$ cat src/rtl/cmhb_pkg.sv
// Shared types, constants and helpers for the coupled hash bucket index unit.
// No dependencies; every other file imports this package.
`default_nettype none
package cmhb_pkg;

  localparam int HN_W     = 8;
  localparam int KEY_W    = 32;
  localparam int BUCKET_W = 24;
  localparam int TS_W     = 25;
  localparam int Z_W      = 24;
  localparam int MODE_W   = 2;
  localparam int HC_W     = 7;
  localparam int CA_W     = 17;
  localparam int MW       = TS_W;
  localparam int DEF_INDEX_WIDTH = 24;

  localparam int CFG_AW = 5;
  localparam int CFG_DW = 32;

  localparam int HASH_STAGES = 5;
  localparam int MOD_BPS     = 2;
  localparam int MOD_STAGES  = KEY_W / MOD_BPS;
  localparam int PIPE_STAGES = HASH_STAGES + MOD_STAGES;

  localparam logic [31:0] MM_C1     = 32'hcc9e2d51;
  localparam logic [31:0] MM_C2     = 32'h1b873593;
  localparam logic [31:0] MM_N      = 32'he6546b64;
  localparam logic [31:0] MM_F1     = 32'h85ebca6b;
  localparam logic [31:0] MM_F2     = 32'hc2b2ae35;
  localparam logic [31:0] MM_LEN    = 32'd4;
  localparam logic [31:0] SEED_BASE = 32'd114514;

  localparam logic [TS_W-1:0] RST_TABLE_SIZE = TS_W'(1024);
  localparam logic [Z_W-1:0]  RST_COUPLING_Z = '0;
  localparam logic [HC_W-1:0] RST_HASH_COUNT = HC_W'(3);
  localparam logic [CA_W-1:0] RST_CIRCULAR_A = CA_W'(21845);
  localparam logic [HC_W-1:0] AUTO_CIRC_MAX  = HC_W'(2);

  typedef enum logic [MODE_W-1:0] {
    MODE_AUTO     = 2'd0,
    MODE_RANDOM   = 2'd1,
    MODE_CIRCULAR = 2'd2,
    MODE_NAIVE    = 2'd3
  } mode_t;

  typedef enum logic [2:0] {
    REG_TABLE_SIZE = 3'd0,
    REG_COUPLING_Z = 3'd1,
    REG_HASH_MODE  = 3'd2,
    REG_HASH_COUNT = 3'd3,
    REG_CIRCULAR_A = 3'd4
  } reg_idx_t;

  typedef struct packed {
    logic [MW-1:0] m;
    logic [MW-1:0] off_div;
    logic [MW-1:0] base_div;
    logic          wrap;
    logic          random;
  } derived_t;

  function automatic logic [31:0] rotl32(input logic [31:0] v, input int r);
    rotl32 = (v << r) | (v >> (32 - r));
  endfunction

endpackage
`default_nettype wire

$ cat src/rtl/cmhb_mod.sv
// Pipelined restoring remainder of a 32-bit word by a static divisor,
// MOD_BPS quotient bits per stage. Uses cmhb_pkg.
`default_nettype none
module cmhb_mod
  import cmhb_pkg::*;
(
  input  wire logic             clk,
  input  wire logic             en,
  input  wire logic [KEY_W-1:0] dividend,
  input  wire logic [MW-1:0]    divisor,
  output logic      [MW-1:0]    remainder
);

  logic [MW-1:0]    rem_r [MOD_STAGES];
  logic [KEY_W-1:0] dvd_r [MOD_STAGES-1];

  for (genvar s = 0; s < MOD_STAGES; s++) begin : g_st
    logic [MW-1:0]    rin, rn;
    logic [KEY_W-1:0] din, dn;

    if (s == 0) begin : g_first
      assign rin = '0;
      assign din = dividend;
    end else begin : g_next
      assign rin = rem_r[s-1];
      assign din = dvd_r[s-1];
    end

    always_comb begin
      logic [MW:0] t;
      rn = rin;
      dn = din;
      for (int j = 0; j < MOD_BPS; j++) begin
        t  = {rn, dn[KEY_W-1]};
        dn = dn << 1;
        if (t >= {1'b0, divisor}) begin
          t = t - {1'b0, divisor};
        end
        rn = t[MW-1:0];
      end
    end

    always_ff @(posedge clk) begin
      if (en) begin
        rem_r[s] <= rn;
      end
    end

    if (s < MOD_STAGES - 1) begin : g_dvd
      always_ff @(posedge clk) begin
        if (en) begin
          dvd_r[s] <= dn;
        end
      end
    end
  end

  assign remainder = rem_r[MOD_STAGES-1];

endmodule
`default_nettype wire

$ cat config.mk
export PLATFORM = sky130hd
export DESIGN_NAME = cmhb_mod
export DESIGN_NICKNAME = d
export VERILOG_FILES = /design/src/rtl/cmhb_pkg.sv /design/src/rtl/cmhb_mod.sv
export SDC_FILE = /design/constraint.sdc
export NUM_CORES = 2
export LEC_CHECK = 0
export BUFFER_PORTS_ARGS = -buffer_cell sky130_fd_sc_hd__buf_4
export CAP_MARGIN = 20
export CORE_UTILIZATION = 49
export DETAILED_ROUTE_END_ITERATION = 6
export MAX_ROUTING_LAYER = met4
export SLEW_MARGIN = 10
export SYNTH_ARGS = -nofsm -noshare
export SYNTH_HDL_FRONTEND = slang
export SYNTH_SLANG_ARGS = --single-unit
export TNS_END_PERCENT = 10
$ cat constraint.sdc
create_clock -name clk -period 15 [get_ports clk]
set_input_delay 4.5 -clock clk [delete_from_list [all_inputs] [get_ports clk]]
set_output_delay 4.5 -clock clk [all_outputs]
set_load 0.005 [all_outputs]
==> qor.txt <==
F_max -> 0.0876 GHz
# DRC -> 1
Crit path arrival time -> 11,850 ps
Failing checks -> design-rule violations
Die Span Y -> 364 µm
Final Cycle Share -> 76.1%
PortBufs -> 83
TritonCTS clock tree -> built
WS Path Type -> in -> reg
Final ANT Viol Nets -> 0
Syn nets -> 7,696
Routability cong. -> 0.951
Final setup viols -> 0
Fillers -> 11,967
WL final -> 180 mm
Layout net count -> 7,813
R2R Path End -> rem_r[1][24]
Storage cell area -> 0.0192 mm²
R2R Path Start -> dvd_r[0][239]
Synth Area per Inst -> 9.42 µm²
Postcts setup bufs -> 0
RSZ-0062 raised after global routing -> no
Worst-Skew Late Latency -> 690 ps
CP Max Fanout -> 32
1st-pass router iterations -> 7
Core region area -> 0.130 mm²
Commonest cells after routing, fill and taps aside -> ha_1 (777), a21oi_1 (681), edfxtp_1 (640)
Synth Cell Area -> 0.0643 mm²
Cell variety after synth -> 90
CTS H-Tree Depth -> 3
Layout area overhead -> 9.47%
Post-synth EDFFs -> 640
Clock sink count -> 640
Remaining global-route overflow -> 0
Clock-pin transition on the worst setup and hold timing paths -> 60 ps
CTS hold repair buffers -> 0
R2R setup slack -> 7490 ps
Tot GR Track Use -> 27.3%
Async SR Flop Fraction -> 0%
Routed vias -> 52,850
Hold Fails Final Rpt -> 0
Crit end category -> flip-flop
Clock Path Buffers -> 3
Hold Path End -> dvd_r[1][84]
Via density -> 6.03
Initial core utilization -> 49.5%
Vias in the first global route -> 50,319
Final Max Tran Viols -> 0
Outcome -> finished, violations left
Setup TNS -> 0 ps
Clk_skew -> 18.6 ps
Max_cap viols -> 0
DIE WIDTH -> 364 µm
Share of layout cells above drive strength 1 -> 13.0%
Most used DFF post-synth -> edfxtp_1
Seq cells post-synth -> 640
Seq/Total Area, Yosys -> 29.9%
Initial antenna violation count -> 1
Slew at the pin closest to its max-slew limit -> 1060 ps
I/O pins -> 84
Post-CTS Resized -> 0
Cell depth of the worst min-delay path -> 0
Reg2Reg Depth -> 25
Row cnt -> 132
Required @ worst endpoint -> 15,440 ps
Num CTS Buffers -> 84
First-pass GRT wire length -> 278 mm
Die area -> 0.133 mm²
Multi-input logic area -> 0.0438 mm²
Max-slew headroom -> 29.4%
Yosys warns -> 0
Largest net degree at the start of global routing -> 144
Period minus WS final -> 11,410 ps
Worst hold slack -> 409 ps
Final Cell Area -> 0.0704 mm²
Starting DRT DRC Count -> 3,722
Worst hold path class -> reg -> reg
Most common cell after layout, fill and taps aside -> ha_1
CP startpoint kind -> input pin
Detailed Place HPWL -> 136 mm
Hold_sp -> dvd_r[1][52]
Area after DPL -> 0.0674 mm²
Post-Syn Instances -> 6,829
CTS root buf -> clkbuf_16
WL per Instance -> 20.5 µm
-- state kept, by name, summed over array words and instances (netlist names) --
name   count
rem_r    400
dvd_r    240
-- metrics by stage --
step | util [%] | std cells | setup WS [ps]
final | 54.2 | 8759 | 3590
after global routing | 54.2 | 8759 | 3190
after floorplan | - | 6829 | 2880
after detailed placement | 51.9 | 8599 | 2900
after CTS | 54.2 | 8755 | 3640
after global placement | 51.9 | 8598 | 3080
-- synthesized netlist by cell type, types with 68 or more instances --
cell type	count	area [µm²]
nand3_1	134	671
nor2b_1	79	494
nand2_1	468	1760
a21o_1	301	2260
nor2_1	462	1730
edfxtp_1	640	19200
xnor2_1	430	3770
and3_1	75	469
a31oi_1	68	425
ha_1	777	9720
o21a_1	93	698
nor3_1	111	556
xor2_1	208	1820
nand4_1	105	657
mux2_2	495	5570
o21bai_1	70	526
inv_1	225	845
nand2b_1	87	544
a21oi_1	683	3420
clkbuf_1	100	375
o21ai_0	436	2180
-- kinds of logic after synthesis --
family	count (synthesis)	synth area share, %
buffers and inverters	363	2.17
multiplexers	549	9.55
adder cells (fa/ha/maj)	808	16.1
XOR/XNOR	638	8.69
flip-flops	640	29.9
AND/OR/NAND/NOR	1736	13.0
AO/OA/AOI/OAI	2095	20.6
-- layer usage --
metal  global-route usage, %  wire, µm
met5                       -         0
met4                    8.28      5210
met3                    2.69      7680
met2                    45.9     86200
met1                    34.6     80700
-- how the worst max path moves through the flow --
stage | slack, ps | from | to
global route | 3190 | divisor[0] | rem_r[1][24]
detailed placement | 2900 | divisor[0] | rem_r[1][24]
floorplan | 2880 | divisor[1] | rem_r[1][65]
finish | 3590 | divisor[0] | rem_r[1][24]
global placement | 3080 | divisor[1] | rem_r[0][116]
CTS | 3640 | divisor[0] | rem_r[1][24]
-- cell type report --
| type | count | area share (%) |
|---|---|---|
| sequential | 640 | 27.3 |
| timing repair buffer | 169 | 1.93 |
| inverter | 225 | 1.20 |
| clock buffer | 96 | 3.14 |
| antenna | 1 | 0.00355 |
| clock inverter | 60 | 1.09 |
| multi-input combinational | 5826 | 62.2 |
| tap | 1742 | 3.10 |
-- critical path: stages --
cell and delay, ps:
buf_4 440, ha_1 270, inv_1 60, fa_1 390
a21o_1 200, a221oi_2 350, a211oi_1 170, o21ai_2 260
o211ai_1 120, a21o_1 220, a2111oi_4 730, buf_4 430
mux2_2 400, ha_1 350, a21oi_1 210, o21ai_0 110
a21oi_1 350, o31ai_1 130, a311oi_1 460, o21bai_1 120
a21oi_1 230, o21ai_0 190, a2111oi_4 290, buf_4 400
mux2_2 390
Power is not shown: default switching activity piles up to over one toggle a cycle in this logic, so the estimate is an artifact.
