`src/rtl/cmhb_pkg.sv`:
```
// Shared types, constants and helpers for the coupled hash bucket index unit.
// No dependencies; every other file imports this package.
`default_nettype none
package cmhb_pkg;

  localparam int HN_W     = 8;
  localparam int KEY_W    = 32;
  localparam int BUCKET_W = 24;
  localparam int TS_W     = 25;
  localparam int Z_W      = 24;
  localparam int MODE_W   = 2;
  localparam int HC_W     = 7;
  localparam int CA_W     = 17;
  localparam int MW       = TS_W;
  localparam int DEF_INDEX_WIDTH = 24;

  localparam int CFG_AW = 5;
  localparam int CFG_DW = 32;

  localparam int HASH_STAGES = 5;
  localparam int MOD_BPS     = 2;
  localparam int MOD_STAGES  = KEY_W / MOD_BPS;
  localparam int PIPE_STAGES = HASH_STAGES + MOD_STAGES;

  localparam logic [31:0] MM_C1     = 32'hcc9e2d51;
  localparam logic [31:0] MM_C2     = 32'h1b873593;
  localparam logic [31:0] MM_N      = 32'he6546b64;
  localparam logic [31:0] MM_F1     = 32'h85ebca6b;
  localparam logic [31:0] MM_F2     = 32'hc2b2ae35;
  localparam logic [31:0] MM_LEN    = 32'd4;
  localparam logic [31:0] SEED_BASE = 32'd114514;

  localparam logic [TS_W-1:0] RST_TABLE_SIZE = TS_W'(1024);
  localparam logic [Z_W-1:0]  RST_COUPLING_Z = '0;
  localparam logic [HC_W-1:0] RST_HASH_COUNT = HC_W'(3);
  localparam logic [CA_W-1:0] RST_CIRCULAR_A = CA_W'(21845);
  localparam logic [HC_W-1:0] AUTO_CIRC_MAX  = HC_W'(2);

  typedef enum logic [MODE_W-1:0] {
    MODE_AUTO     = 2'd0,
    MODE_RANDOM   = 2'd1,
    MODE_CIRCULAR = 2'd2,
    MODE_NAIVE    = 2'd3
  } mode_t;

  typedef enum logic [2:0] {
    REG_TABLE_SIZE = 3'd0,
    REG_COUPLING_Z = 3'd1,
    REG_HASH_MODE  = 3'd2,
    REG_HASH_COUNT = 3'd3,
    REG_CIRCULAR_A = 3'd4
  } reg_idx_t;

  typedef struct packed {
    logic [MW-1:0] m;
    logic [MW-1:0] off_div;
    logic [MW-1:0] base_div;
    logic          wrap;
    logic          random;
  } derived_t;

  function automatic logic [31:0] rotl32(input logic [31:0] v, input int r);
    rotl32 = (v << r) | (v >> (32 - r));
  endfunction

endpackage
`default_nettype wire

```
`src/rtl/cmhb_murmur.sv`:
```
// Five-stage pipelined 4-byte murmur3 x86_32 for two seeds over one key.
// Uses cmhb_pkg.
`default_nettype none
module cmhb_murmur
  import cmhb_pkg::*;
(
  input  wire logic              clk,
  input  wire logic              en,
  input  wire logic              random,
  input  wire logic [HN_W-1:0]   hash_number,
  input  wire logic [KEY_W-1:0]  key,
  output logic      [31:0]       hash_off,
  output logic      [31:0]       hash_base
);

  logic [31:0] k1_r, k2_r, sa1_r, sa2_r;
  logic [31:0] ha3_r, hb3_r, ha4_r, hb4_r, ha5_r, hb5_r;
  logic [15:0] sq;
  logic [31:0] seed_c, xa3, xb3, xa4, xb4;

  always_comb begin
    sq     = 16'(hash_number) * 16'(hash_number);
    seed_c = random ? (32'(sq) * 32'd3 + 32'(hash_number) + 32'd2) : 32'(hash_number);
    xa3    = ha3_r ^ MM_LEN;
    xa3    = xa3 ^ (xa3 >> 16);
    xb3    = hb3_r ^ MM_LEN;
    xb3    = xb3 ^ (xb3 >> 16);
    xa4    = ha4_r ^ (ha4_r >> 13);
    xb4    = hb4_r ^ (hb4_r >> 13);
  end

  always_ff @(posedge clk) begin
    if (en) begin
      k1_r  <= key * MM_C1;
      sa1_r <= seed_c;
      k2_r  <= rotl32(k1_r, 15) * MM_C2;
      sa2_r <= sa1_r;
      ha3_r <= rotl32(sa2_r ^ k2_r, 13) * 32'd5 + MM_N;
      hb3_r <= rotl32(SEED_BASE ^ k2_r, 13) * 32'd5 + MM_N;
      ha4_r <= xa3 * MM_F1;
      hb4_r <= xb3 * MM_F1;
      ha5_r <= xa4 * MM_F2;
      hb5_r <= xb4 * MM_F2;
    end
  end

  assign hash_off  = ha5_r ^ (ha5_r >> 16);
  assign hash_base = hb5_r ^ (hb5_r >> 16);

endmodule
`default_nettype wire

```
`config.mk`:
```
export PLATFORM = sky130hd
export DESIGN_NAME = cmhb_murmur
export DESIGN_NICKNAME = d
export VERILOG_FILES = /design/src/rtl/cmhb_pkg.sv /design/src/rtl/cmhb_murmur.sv
export SDC_FILE = /design/constraint.sdc
export NUM_CORES = 2
export LEC_CHECK = 0
export BUFFER_PORTS_ARGS = -buffer_cell sky130_fd_sc_hd__buf_2
export CORE_ASPECT_RATIO = 0.8
export CORE_MARGIN = 3
export CORE_UTILIZATION = 60
export CTS_CLUSTER_SIZE = 30
export DETAILED_ROUTE_END_ITERATION = 8
export PLACE_DENSITY_LB_ADDON = 0.08
export SLEW_MARGIN = 20
export SYNTH_ARGS = -nofsm -noshare
export SYNTH_HDL_FRONTEND = slang
export SYNTH_SLANG_ARGS = --single-unit
```
`constraint.sdc`:
```
create_clock -name clk -period 7.7 [get_ports clk]
set_input_delay 1.54 -clock clk [delete_from_list [all_inputs] [get_ports clk]]
set_output_delay 1.54 -clock clk [all_outputs]
set_load 0.03 [all_outputs]
```
==> out/metrics.csv <==
stage;metric;value;unit
sta;slew margin rel.;38.33;%
sta;min cycle time layout;7.257;ns
yosys;cell taking the most area after synthesis;fa_1;
critical_path;Crit path required time;8.01;ns
floorplanning;total core area;109200;µm²
drt;wire per inst;20.75;µm
sta;clock skew;0.02839;ns
clock_network;# clock sinks;279;
sta;Max Freq;137.8;MHz
cells_and_area;fin area;70740;µm²
yosys;number of synthesized flops with an enable pin;279;
sta;final worst-path cycle share;94.25;%
placement;dpl cells;7955;
critical_path;r2r endpoint;ha5_r[31]$_DFFE_PP_;
yosys;largest cells by area after synthesis;fa_1 35%, ha_1 24%, edfxtp_1 13%;
yosys;Yosys reg bits;279;
drt;DR vias/cell;5.332;
critical_path;worst reg2reg startpoint;ha4_r[19]$_DFFE_PP_;
critical_path;CP endpoint kind;flop;
critical_path;cells on worst reg2reg path;25;
cells_and_area;Antenna diodes;0;
critical_path;CP max FO;6;
sta;Hold Fails Final Rpt;0;
floorplanning;effective utilization at floorplan;60.81;%
yosys;syn nets;8799;
yosys;Yosys warnings;0;
sta;Fin Hold WS;0.4133;ns
critical_path;flop2flop setup slack;0.44;ns
clock_network;CTS Buffer Depth;3;
critical_path;beginning of the critical path;ha4_r[19]$_DFFE_PP_;
global_route;initial antenna violation count;0;
flow_run;Max Cap Viol;0;
critical_path;crit path DAT;7.57;ns
clock_network;CTS buffer count;36;
sta;RSZ-0062 raised after global routing;no;
yosys;Post-synth top flop;edfxtp_1;
global_route;global route total overflow;0;
yosys;Synth top area share;35.16;%
sta;Slew Limit Fails;0;
cells_and_area;# nets final;9042;
clock_network;clock slew at reported path FFs;0.07;ns
floorplanning;IO Count;107;
critical_path;Setup Crit Path Kind;flop to flop;
placement;Placer Congestion;0.9702;
global_route;largest net degree at the start of global routing;88;
placement;placed inst area;69490;µm²
yosys;Syn Area/Cell;10.51;µm²
placement;Final HPWL DP;150200;µm
run_status;status;finished, final reports clean;
drt;DRC;0;
yosys;Netlist cell types;77;
clock_network;Clk Latency, worst-skew pair;0.61;ns
cells_and_area;final non-filler cell total;8020;
yosys;cell area after synthesis;66390;µm²
min_path;Min-Delay Path Class;flop to flop;
cells_and_area;share of layout cells above drive strength 1;5.326;%
cells_and_area;Area Overhead vs Synth;6.543;%
yosys;sequential cell area fraction in the yosys report;12.62;%
sta;Tightest Pin Transition;0.9251;ns
floorplanning;cell row count;108;
floorplanning;DIE AREA;114700;µm²
sta;setup violators final;0;
clock_network;CTS tree;yes;
clock_network;cts hold-fix bufs;0;
drt;initial drt markers;2908;
drt;DRT Pass-1 Iters;7;
yosys;Mapped Cells;6320;
drt;wirelength, routed;166400;µm
drt;DR vias;42760;
yosys;Async SR Flop Fraction;0;%
global_route;first-pass GRT wire length;261700;µm
clock_network;CTS root buffer;clkbuf_16;
critical_path;startpoint type of the worst setup path;flop;
sta;post-route setup TNS;0;ns
floorplanning;die height;303.5;µm
clock_network;H-tree levels;2;
placement;PortBufs;106;
global_route;Total GRT Usage;30.23;%
floorplanning;die width;377.9;µm
critical_path;CP Capture Point;ha5_r[31]$_DFFE_PP_;
global_route;vias in the first global route;45000;
drt;remaining antenna violation count;0;
-- logic make-up (layout without fill, tap and decap cells) --
logic type	count (synthesis)	in the layout	share of synthesized area (%)
compound gates	571	571	5.682
flops	279	279	12.62
mux	9	9	0.1432
fa+ha+maj	2436	2436	59.09
buf+inv	1967	2237	11.31
xor+xnor	570	570	7.519
simple gates	488	488	3.633
-- synth_stat cells (17+ instances only) --
library cell	n
o21a_1	31
fa_1	1166
a31oi_1	22
buf_4	32
inv_1	1926
and3_1	21
nand2b_1	26
or3_1	17
edfxtp_1	279
a21oi_1	174
nand2_1	88
nand3_1	33
nor3_1	49
nor2b_1	20
nor2_1	146
o21ai_0	91
a21o_1	80
and2_1	38
ha_1	1270
a211oi_1	28
o21bai_1	28
xnor2_1	393
xor2_1	177
-- state kept, by name, summed over array words and instances (netlist names) --
| signal | flops |
|---|---|
| hb4_r | 32 |
| ha4_r | 32 |
| hb3_r | 19 |
| k2_r | 32 |
| sa2_r | 18 |
| ha5_r | 32 |
| k1_r | 32 |
| ha3_r | 32 |
| sa1_r | 18 |
| hb5_r | 32 |
-- how the worst min path moves through the flow --
stage | from | end | cells after the start
2_1_floorplan | sa1_r[0]$_SDFFCE_PP0P_ | sa2_r[0]$_DFFE_PP_ | 0
3_3_place_gp | sa1_r[9]$_SDFFCE_PN0P_ | sa2_r[9]$_DFFE_PP_ | 0
3_5_place_dp | sa1_r[5]$_DFFE_PP_ | sa2_r[5]$_DFFE_PP_ | 0
4_1_cts | sa1_r[13]$_SDFFCE_PN0P_ | sa2_r[13]$_DFFE_PP_ | 0
5_1_grt | sa1_r[13]$_SDFFCE_PN0P_ | sa2_r[13]$_DFFE_PP_ | 0
6_report | sa1_r[13]$_SDFFCE_PN0P_ | sa2_r[13]$_DFFE_PP_ | 0
-- repair_timing --
action / CTS / global route
hold endpoints to repair: 0 / 0
endpoints found under the setup margin: 0 / 7
resized for setup: 0 / 2
buffers inserted: 0 / 0
-- cell usage in the layout, fill, tap and decap left out, drive strengths merged, types with 23 or more instances in the layout --
cell type / netlist / final
o21a: 31 / 31
a211oi: 29 / 29
and2: 39 / 39
xor2: 177 / 177
a21o: 83 / 83
xnor2: 393 / 393
a21oi: 177 / 177
edfxtp: 279 / 279
inv: 1926 / 1931
fa: 1166 / 1166
nand2: 88 / 88
buf: 33 / 246
nor2: 146 / 146
o21ai: 95 / 95
clkbuf: 8 / 40
nor3: 49 / 49
o21bai: 28 / 28
nand3: 33 / 33
nand2b: 26 / 26
ha: 1270 / 1270
a31oi: 23 / 23
-- through the flow --
step	worst slack, ns	utilization, %
after global routing	0.02755	64.79
after detailed placement	-0.06490	63.65
after global placement	0.08009	63.65
after CTS	0.2275	64.77
final	0.4427	64.79
after floorplan	0.6281	-
-- layer usage --
layer	GRT usage (%)	part of all wire, %	vias to the layer above
met5	0.7547	0.072	-
met4	6.178	2.2	2
met3	6.670	8.1	152
met2	44.08	42	1144
met1	46.35	48	21340
li1	-	-	20120
-- final cells by class --
cell class / instances / area [µm²]
Sequential cell: 279 / 8378
Fill cell: 8905 / 38450
Multi-Input combinational cell: 4074 / 50520
Clock inverter: 25 / 314.1
Clock buffer: 40 / 915.9
Inverter: 1926 / 7229
Tap cell: 1430 / 1789
Timing Repair Buffer: 246 / 1592
-- worst max-delay path: stages, from the launching register on --
cell	delay, ns
edfxtp_1	0.57
xnor2_2	0.40
inv_1	0.15
ha_1	0.35
ha_1	0.36
a21oi_1	0.22
fa_1	0.44
fa_1	0.49
inv_1	0.06
fa_1	0.50
inv_1	0.06
fa_1	0.54
inv_1	0.05
fa_1	0.47
inv_1	0.05
fa_1	0.47
inv_1	0.04
ha_1	0.31
a21oi_1	0.15
nor2_1	0.06
a211oi_1	0.22
o21ai_0	0.14
a31oi_1	0.31
a21oi_1	0.19
a41oi_1	0.28
xnor2_1	0.09
Power is left out: the tool's default activity adds up to more than one toggle a clock period on the data nets, which glitch-free logic cannot reach.
