<file path="config.mk">
export PLATFORM = sky130hd
export DESIGN_NAME = cmhb_cfg
export DESIGN_NICKNAME = d
export VERILOG_FILES = /design/src/rtl/cmhb_pkg.sv /design/src/rtl/cmhb_cfg.sv
export SDC_FILE = /design/constraint.sdc
export NUM_CORES = 2
export LEC_CHECK = 0
export ABC_AREA = 1
export BUFFER_PORTS_ARGS = -buffer_cell sky130_fd_sc_hd__buf_2
export CORE_MARGIN = 10
export CORE_UTILIZATION = 58
export DETAILED_ROUTE_END_ITERATION = 16
export GPL_TIMING_DRIVEN = 0
export PLACE_DENSITY = 0.79
export SYNTH_ARGS = -nofsm -noshare
export SYNTH_HDL_FRONTEND = slang
export SYNTH_SLANG_ARGS = --single-unit
</file>
<file path="constraint.sdc">
create_clock -name clk -period 6.8 [get_ports clk]
set_clock_uncertainty 0.05 [all_clocks]
set_input_delay 1.02 -clock clk [delete_from_list [all_inputs] [get_ports clk]]
set_output_delay 1.02 -clock clk [all_outputs]
set_load 0.02 [all_outputs]
</file>
<file path="src/rtl/cmhb_pkg.sv">
// Shared types, constants and helpers for the coupled hash bucket index unit.
// No dependencies; every other file imports this package.
`default_nettype none
package cmhb_pkg;

  localparam int HN_W     = 8;
  localparam int KEY_W    = 32;
  localparam int BUCKET_W = 24;
  localparam int TS_W     = 25;
  localparam int Z_W      = 24;
  localparam int MODE_W   = 2;
  localparam int HC_W     = 7;
  localparam int CA_W     = 17;
  localparam int MW       = TS_W;
  localparam int DEF_INDEX_WIDTH = 24;

  localparam int CFG_AW = 5;
  localparam int CFG_DW = 32;

  localparam int HASH_STAGES = 5;
  localparam int MOD_BPS     = 2;
  localparam int MOD_STAGES  = KEY_W / MOD_BPS;
  localparam int PIPE_STAGES = HASH_STAGES + MOD_STAGES;

  localparam logic [31:0] MM_C1     = 32'hcc9e2d51;
  localparam logic [31:0] MM_C2     = 32'h1b873593;
  localparam logic [31:0] MM_N      = 32'he6546b64;
  localparam logic [31:0] MM_F1     = 32'h85ebca6b;
  localparam logic [31:0] MM_F2     = 32'hc2b2ae35;
  localparam logic [31:0] MM_LEN    = 32'd4;
  localparam logic [31:0] SEED_BASE = 32'd114514;

  localparam logic [TS_W-1:0] RST_TABLE_SIZE = TS_W'(1024);
  localparam logic [Z_W-1:0]  RST_COUPLING_Z = '0;
  localparam logic [HC_W-1:0] RST_HASH_COUNT = HC_W'(3);
  localparam logic [CA_W-1:0] RST_CIRCULAR_A = CA_W'(21845);
  localparam logic [HC_W-1:0] AUTO_CIRC_MAX  = HC_W'(2);

  typedef enum logic [MODE_W-1:0] {
    MODE_AUTO     = 2'd0,
    MODE_RANDOM   = 2'd1,
    MODE_CIRCULAR = 2'd2,
    MODE_NAIVE    = 2'd3
  } mode_t;

  typedef enum logic [2:0] {
    REG_TABLE_SIZE = 3'd0,
    REG_COUPLING_Z = 3'd1,
    REG_HASH_MODE  = 3'd2,
    REG_HASH_COUNT = 3'd3,
    REG_CIRCULAR_A = 3'd4
  } reg_idx_t;

  typedef struct packed {
    logic [MW-1:0] m;
    logic [MW-1:0] off_div;
    logic [MW-1:0] base_div;
    logic          wrap;
    logic          random;
  } derived_t;

  function automatic logic [31:0] rotl32(input logic [31:0] v, input int r);
    rotl32 = (v << r) | (v >> (32 - r));
  endfunction

endpackage
`default_nettype wire

</file>
<file path="src/rtl/cmhb_cfg.sv">
// Configuration registers, APB write/read, and a sequencer that derives the
// range length and modulo divisors after reset and after every write. Uses cmhb_pkg.
`default_nettype none
module cmhb_cfg
  import cmhb_pkg::*;
#(
  parameter int INDEX_WIDTH = DEF_INDEX_WIDTH
) (
  input  wire logic              clk,
  input  wire logic              rst_n,
  input  wire logic              cfg_psel,
  input  wire logic              cfg_penable,
  input  wire logic              cfg_pwrite,
  input  wire logic [CFG_AW-1:0] cfg_paddr,
  input  wire logic [CFG_DW-1:0] cfg_pwdata,
  output logic      [CFG_DW-1:0] cfg_prdata,
  output logic                   cfg_pready,
  output derived_t               dcfg,
  output logic                   busy
);

  localparam logic [32:0] MAXM = 33'd1 << INDEX_WIDTH;
  localparam int CNT_W = $clog2(MW);
  localparam int PW    = CA_W + MW;

  typedef enum logic [2:0] {ST_LOAD, ST_DIV, ST_MUL, ST_FIN, ST_IDLE} seq_t;

  seq_t             state_r;
  logic [TS_W-1:0]  table_size_r;
  logic [Z_W-1:0]   coupling_z_r;
  logic [MODE_W-1:0] hash_mode_r;
  logic [HC_W-1:0]  hash_count_r;
  logic [CA_W-1:0]  circular_a_r;
  logic [MW-1:0]    rem_r, quo_r, dsr_r, m_r, r_r;
  logic [CNT_W-1:0] cnt_r;
  logic [PW-1:0]    prod_r;
  derived_t         dcfg_r;

  logic             wr_en;
  reg_idx_t         widx;
  logic [MW-1:0]    m_eff, r_c;
  logic [MW:0]      trial;
  logic             take;
  logic [MW:0]      shrink;
  logic signed [MW+2:0] br;
  logic [MW-1:0]    br_cl;
  mode_t            emode;

  assign cfg_pready = 1'b1;
  assign wr_en = cfg_psel && cfg_penable && cfg_pwrite && cfg_pready;
  assign widx  = reg_idx_t'(cfg_paddr[4:2]);

  always_comb begin
    if (table_size_r == '0) begin
      m_eff = MW'(1);
    end else if ({8'd0, table_size_r} > MAXM) begin
      m_eff = MW'(MAXM);
    end else begin
      m_eff = table_size_r;
    end
    trial  = {rem_r, quo_r[MW-1]};
    take   = trial >= {1'b0, dsr_r};
    r_c    = (quo_r == '0) ? MW'(1) : quo_r;
    shrink = prod_r[PW-1:16];
    br     = $signed({3'd0, m_r}) - $signed({2'd0, shrink}) + 28'sd1;
    if (br > $signed({3'd0, m_r})) begin
      br_cl = m_r;
    end else if (br < 28'sd1) begin
      br_cl = MW'(1);
    end else begin
      br_cl = br[MW-1:0];
    end
    if (mode_t'(hash_mode_r) == MODE_AUTO) begin
      emode = (hash_count_r <= AUTO_CIRC_MAX) ? MODE_CIRCULAR : MODE_NAIVE;
    end else begin
      emode = mode_t'(hash_mode_r);
    end
  end

  always_comb begin
    case (widx)
      REG_TABLE_SIZE: cfg_prdata = CFG_DW'(table_size_r);
      REG_COUPLING_Z: cfg_prdata = CFG_DW'(coupling_z_r);
      REG_HASH_MODE:  cfg_prdata = CFG_DW'(hash_mode_r);
      REG_HASH_COUNT: cfg_prdata = CFG_DW'(hash_count_r);
      REG_CIRCULAR_A: cfg_prdata = CFG_DW'(circular_a_r);
      default:        cfg_prdata = '0;
    endcase
  end

  always_ff @(posedge clk) begin
    if (!rst_n) begin
      state_r      <= ST_LOAD;
      table_size_r <= RST_TABLE_SIZE;
      coupling_z_r <= RST_COUPLING_Z;
      hash_mode_r  <= MODE_AUTO;
      hash_count_r <= RST_HASH_COUNT;
      circular_a_r <= RST_CIRCULAR_A;
    end else if (wr_en) begin
      state_r <= ST_LOAD;
      case (widx)
        REG_TABLE_SIZE: table_size_r <= cfg_pwdata[TS_W-1:0];
        REG_COUPLING_Z: coupling_z_r <= cfg_pwdata[Z_W-1:0];
        REG_HASH_MODE:  hash_mode_r  <= cfg_pwdata[MODE_W-1:0];
        REG_HASH_COUNT: hash_count_r <= cfg_pwdata[HC_W-1:0];
        REG_CIRCULAR_A: circular_a_r <= cfg_pwdata[CA_W-1:0];
        default: ;
      endcase
    end else begin
      case (state_r)
        ST_LOAD: begin
          rem_r   <= '0;
          quo_r   <= m_eff;
          m_r     <= m_eff;
          dsr_r   <= MW'({1'b0, coupling_z_r}) + MW'(1);
          cnt_r   <= '0;
          state_r <= ST_DIV;
        end
        ST_DIV: begin
          rem_r <= take ? MW'(trial - {1'b0, dsr_r}) : trial[MW-1:0];
          quo_r <= {quo_r[MW-2:0], take};
          cnt_r <= cnt_r + CNT_W'(1);
          if (cnt_r == CNT_W'(MW - 1)) begin
            state_r <= ST_MUL;
          end
        end
        ST_MUL: begin
          r_r     <= r_c;
          prod_r  <= PW'(circular_a_r) * PW'(r_c);
          state_r <= ST_FIN;
        end
        ST_FIN: begin
          dcfg_r.m        <= m_r;
          dcfg_r.random   <= (emode == MODE_RANDOM);
          dcfg_r.wrap     <= (emode == MODE_CIRCULAR);
          dcfg_r.off_div  <= (emode == MODE_RANDOM) ? m_r : r_r;
          dcfg_r.base_div <= (emode == MODE_CIRCULAR) ? br_cl : (m_r - r_r + MW'(1));
          state_r         <= ST_IDLE;
        end
        ST_IDLE: state_r <= ST_IDLE;
        default: state_r <= ST_LOAD;
      endcase
    end
  end

  assign dcfg = dcfg_r;
  assign busy = (state_r != ST_IDLE);

endmodule
`default_nettype wire

</file>
==> impl_metrics.yaml <==
logic_synthesis:
  ys_seq_area_frac: 0.263
  async_flop_share: 0
  synth_ff_type: "edfxtp_1"
  synth_area_per_cell_um2: 7.88
  yosys_warnings: 0
  syn_inst: 4132
  syn_area_mm2: 0.0325
  synth_edf_count: 233
  ys_ff_latch: 311
  ys_types: 51
pwr:
  clock_power_share: 0.095
  internal_power_mw: 8.56
  pwr-share-comb: 0.755
  seq_power_share: 0.150
  ir_worst_vdd_uv: 1370
  total_power_mw: 17.9
  p_leak_nw: 18.5
  p_sw_frac: 0.522
  netSwitchingPower_mw: 9.34
  p_per_area_mw_per_mm2: 499
floorplan:
  initial_utilization: 0.588
  coreArea_mm2: 0.0553
  die_x_um: 257
  die_y_um: 257
  design.die.area_mm2: 0.0660
  ios: 153
  rows: 86
sta:
  finalCritPeriodShare: 1.00
  fmax_ghz: 0.147
  worst_pin_slew_ns: 0.914
  finalHoldViolations: 0
  rsz0062_at_grt: "true"
  finalSetupViolations: 2
  setup_ws_ns: -0.0171
  min_period_ns: 6.82
  tns_ns: -0.0190
  slew_violations: 0
  finalHoldWorstSlack_ns: 0.434
  relSlewSlack: 0.387
critical_path:
  r2r_setup_slack_ns: -0.02
  crit_top_cell: "fa_1"
  crit_type: "reg -> reg"
  timing.critical_path.buf_inv: 2
  critPathMaxFanout: 6
  r2r_cells: 26
  crit_family: "adder cells"
  required_ns: 7.07
  start_kind: "flip-flop"
  cp_slowest_stage_delay_ns: 0.62
  end_kind: "flip-flop"
  cp.arrival_ns: 7.08
  regToRegEndpoint: "prod_r[41]$_DFFE_PP_"
  cp_slowest_cell: "fa_2"
  r2r-start: "quo_r[5]$_DFFE_PP_"
clocking:
  cts_tree: "yes"
  clk_pin_slew_worst_paths_ns: 0.07
  clkLatencyLatePin_ns: 0.61
  htreeDepth: 1
  cts_max_path_buffers: 3
  cts.sinks: 311
  cts_made_buffers: 30
  cts_root_buf: "clkbuf_16"
min_path:
  holdPathStages: 2
  worstHoldStart: "hash_count_r[6]$_SDFFE_PN0P_"
  whs_endpoint: "hash_count_r[6]$_SDFFE_PN0P_"
  min_path_type: "reg -> reg"
run:
  cap_violations: 0
layout:
  area_growth_pct: 10.3
  layout-drive-gt1-share: 0.0965
  nNetsFinal: 4945
  fin_area_mm2: 0.0359
grt:
  grt_pass1_vias: 27200
  grt_antenna_before_repair: 4
  grt_max_degree: 39
  track_usage: 0.282
  grt_pass1_wl_mm: 148
  grt_overflow: 0
drt:
  drt_pass1_iterations: 7
  via_per_inst: 5.46
  vias: 27800
  drt-total-wl_mm: 93.3
  drtAntennaViolNets: 0
  wl_per_cell_um: 18.3
  drc_errors: 0
  dr.first_iter.drc_count: 2887
placed_design:
  hpwlAfterDp_mm: 74.9
  postPlaceCellArea_mm2: 0.0343
  port_buffers: 134
  routabilityCongestion: 1.01
outcome:
  violations: "setup timing"
  status: "finished, violations left"
what timing repair did:
item                       CTS  global route
pin swaps                   14            49
hold buffers                 0             0
cloned                       0             0
setup endpoints to repair   26            23
resized for setup           70           116
buffers inserted            13             9
synthesized netlist by cell type (8+ instances only):
| library cell | n | area, µm² |
|---|---|---|
| a21boi_0 | 9 | 67.6 |
| a21oi_1 | 218 | 1090 |
| buf_1 | 21 | 78.8 |
| buf_2 | 8 | 40.0 |
| buf_4 | 12 | 90.1 |
| clkbuf_1 | 151 | 567 |
| dfxtp_1 | 78 | 1560 |
| edfxtp_1 | 233 | 7000 |
| fa_1 | 345 | 6910 |
| ha_1 | 240 | 3000 |
| inv_1 | 933 | 3500 |
| inv_2 | 9 | 33.8 |
| nand2_1 | 978 | 3670 |
| nand2_2 | 20 | 125 |
| nand3_1 | 202 | 1010 |
| nand4_1 | 28 | 175 |
| nor2_1 | 213 | 800 |
| nor3_1 | 28 | 140 |
| nor4_1 | 14 | 87.6 |
| o21ai_0 | 198 | 991 |
| o221ai_1 | 11 | 96.3 |
| o22ai_1 | 10 | 62.6 |
| or2_2 | 8 | 50.1 |
| xnor2_1 | 35 | 307 |
| xor2_1 | 54 | 473 |
logic make-up after synthesis:
kind of cell    count (synthesis)  share of synthesized area
simple gates                 1518                      0.194
buf+inv                      1137                      0.133
fa+ha+maj                     585                      0.305
compound gates                490                     0.0814
flops                         311                      0.263
xor+xnor                       89                     0.0240
other cells                     2                   0.000231
final cells by class:
| cell class | instances | area, µm² |
|---|---|---|
| clock inverter | 23 | 231 |
| fill | 4695 | 19400 |
| timing repair buffer | 164 | 968 |
| antenna | 2 | 5.00 |
| tap | 748 | 936 |
| inverter | 943 | 3550 |
| clock buffer | 32 | 758 |
| buffer | 178 | 831 |
| sequential | 311 | 8560 |
| multi-input combinational | 2690 | 20000 |
registers in the layout (all words and copies together), names as in the netlist, 3 cells and up:
register      flops
table_size_r     25
coupling_z_r     24
prod_r           26
rem_r            25
cnt_r             5
dsr_r            25
hash_count_r      7
r_r              25
circular_a_r     17
quo_r            25
dcfg             77
state_r           3
m_r              25
how the worst max path moves through the flow:
stage | from | to | slack [ns] | cells after the start
6_report | quo_r[5]$_DFFE_PP_ | prod_r[41]$_DFFE_PP_ | -0.02 | 26
5_1_grt | quo_r[5]$_DFFE_PP_ | prod_r[41]$_DFFE_PP_ | -0.15 | 26
4_1_cts | quo_r[15]$_DFFE_PP_ | prod_r[38]$_DFFE_PP_ | -0.04 | 27
3_5_place_dp | quo_r[24]$_DFFE_PP_ | prod_r[38]$_DFFE_PP_ | -1.56 | 27
3_3_place_gp | quo_r[24]$_DFFE_PP_ | prod_r[38]$_DFFE_PP_ | -1.54 | 27
2_1_floorplan | quo_r[5]$_DFFE_PP_ | prod_r[38]$_DFFE_PP_ | 0.41 | 23
per-stage QoR:
stage | util | instances | setup WS (ns)
floorplan | - | 4138 | 0.409
global placement | 0.618 | 5020 | -1.54
detailed placement | 0.621 | 5028 | -1.56
CTS | 0.643 | 5086 | -0.0409
global route | 0.649 | 5090 | -0.152
finish | 0.649 | 5091 | -0.0171
worst reg2reg max path: cells and delay by family, from the launching register on:
kind	cells	cell delay, ns
xor gates and xnor gates	1	0.08
adders and majority gates	7	3.36
AOI/OAI and AO/OA	3	0.64
buffers and inverters	2	0.16
and+or+nand+nor	13	1.80
DFF	1	0.45
power groups by stage:
stage / logic [mW] / clock network (mW) / registers, mW
finish: 13.5 / 1.70 / 2.69
global route: 14.9 / 1.77 / 2.70
CTS: 12.0 / 1.70 / 2.69
detailed placement: 11.1 / 0 / 2.72
global placement: 10.9 / 0 / 2.73
floorplan: 7.60 / 0 / 2.69
cells in the final DEF, fill, tap and decap left out, drive strengths merged, types with 2 or more instances in the layout:
cell,n
a211oi,3
a21boi,9
a21o,4
a21oi,219
a221oi,5
a31oi,6
and2,4
buf,202
bufinv,3
clkbuf,172
clkinv,17
clkinvlp,4
conb,8
dfxtp,78
diode,2
edfxtp,233
fa,345
ha,240
inv,942
nand2,999
nand3,206
nand3b,4
nand4,28
nor2,226
nor3,28
nor4,14
o211ai,5
o21a,7
o21ai,200
o21bai,5
o221ai,11
o22ai,10
o31ai,3
or2,8
xnor2,35
xor2,54
routing by layer:
layer  wire length (µm)  vias up  global-route usage
li1                   -    13100                   -
met1              37200    13100               0.366
met2              42200     1350               0.450
met3               8620      294              0.0474
met4               5320        2               0.142
met5                 12        -                   0
(Power assumes the default switching activity.)
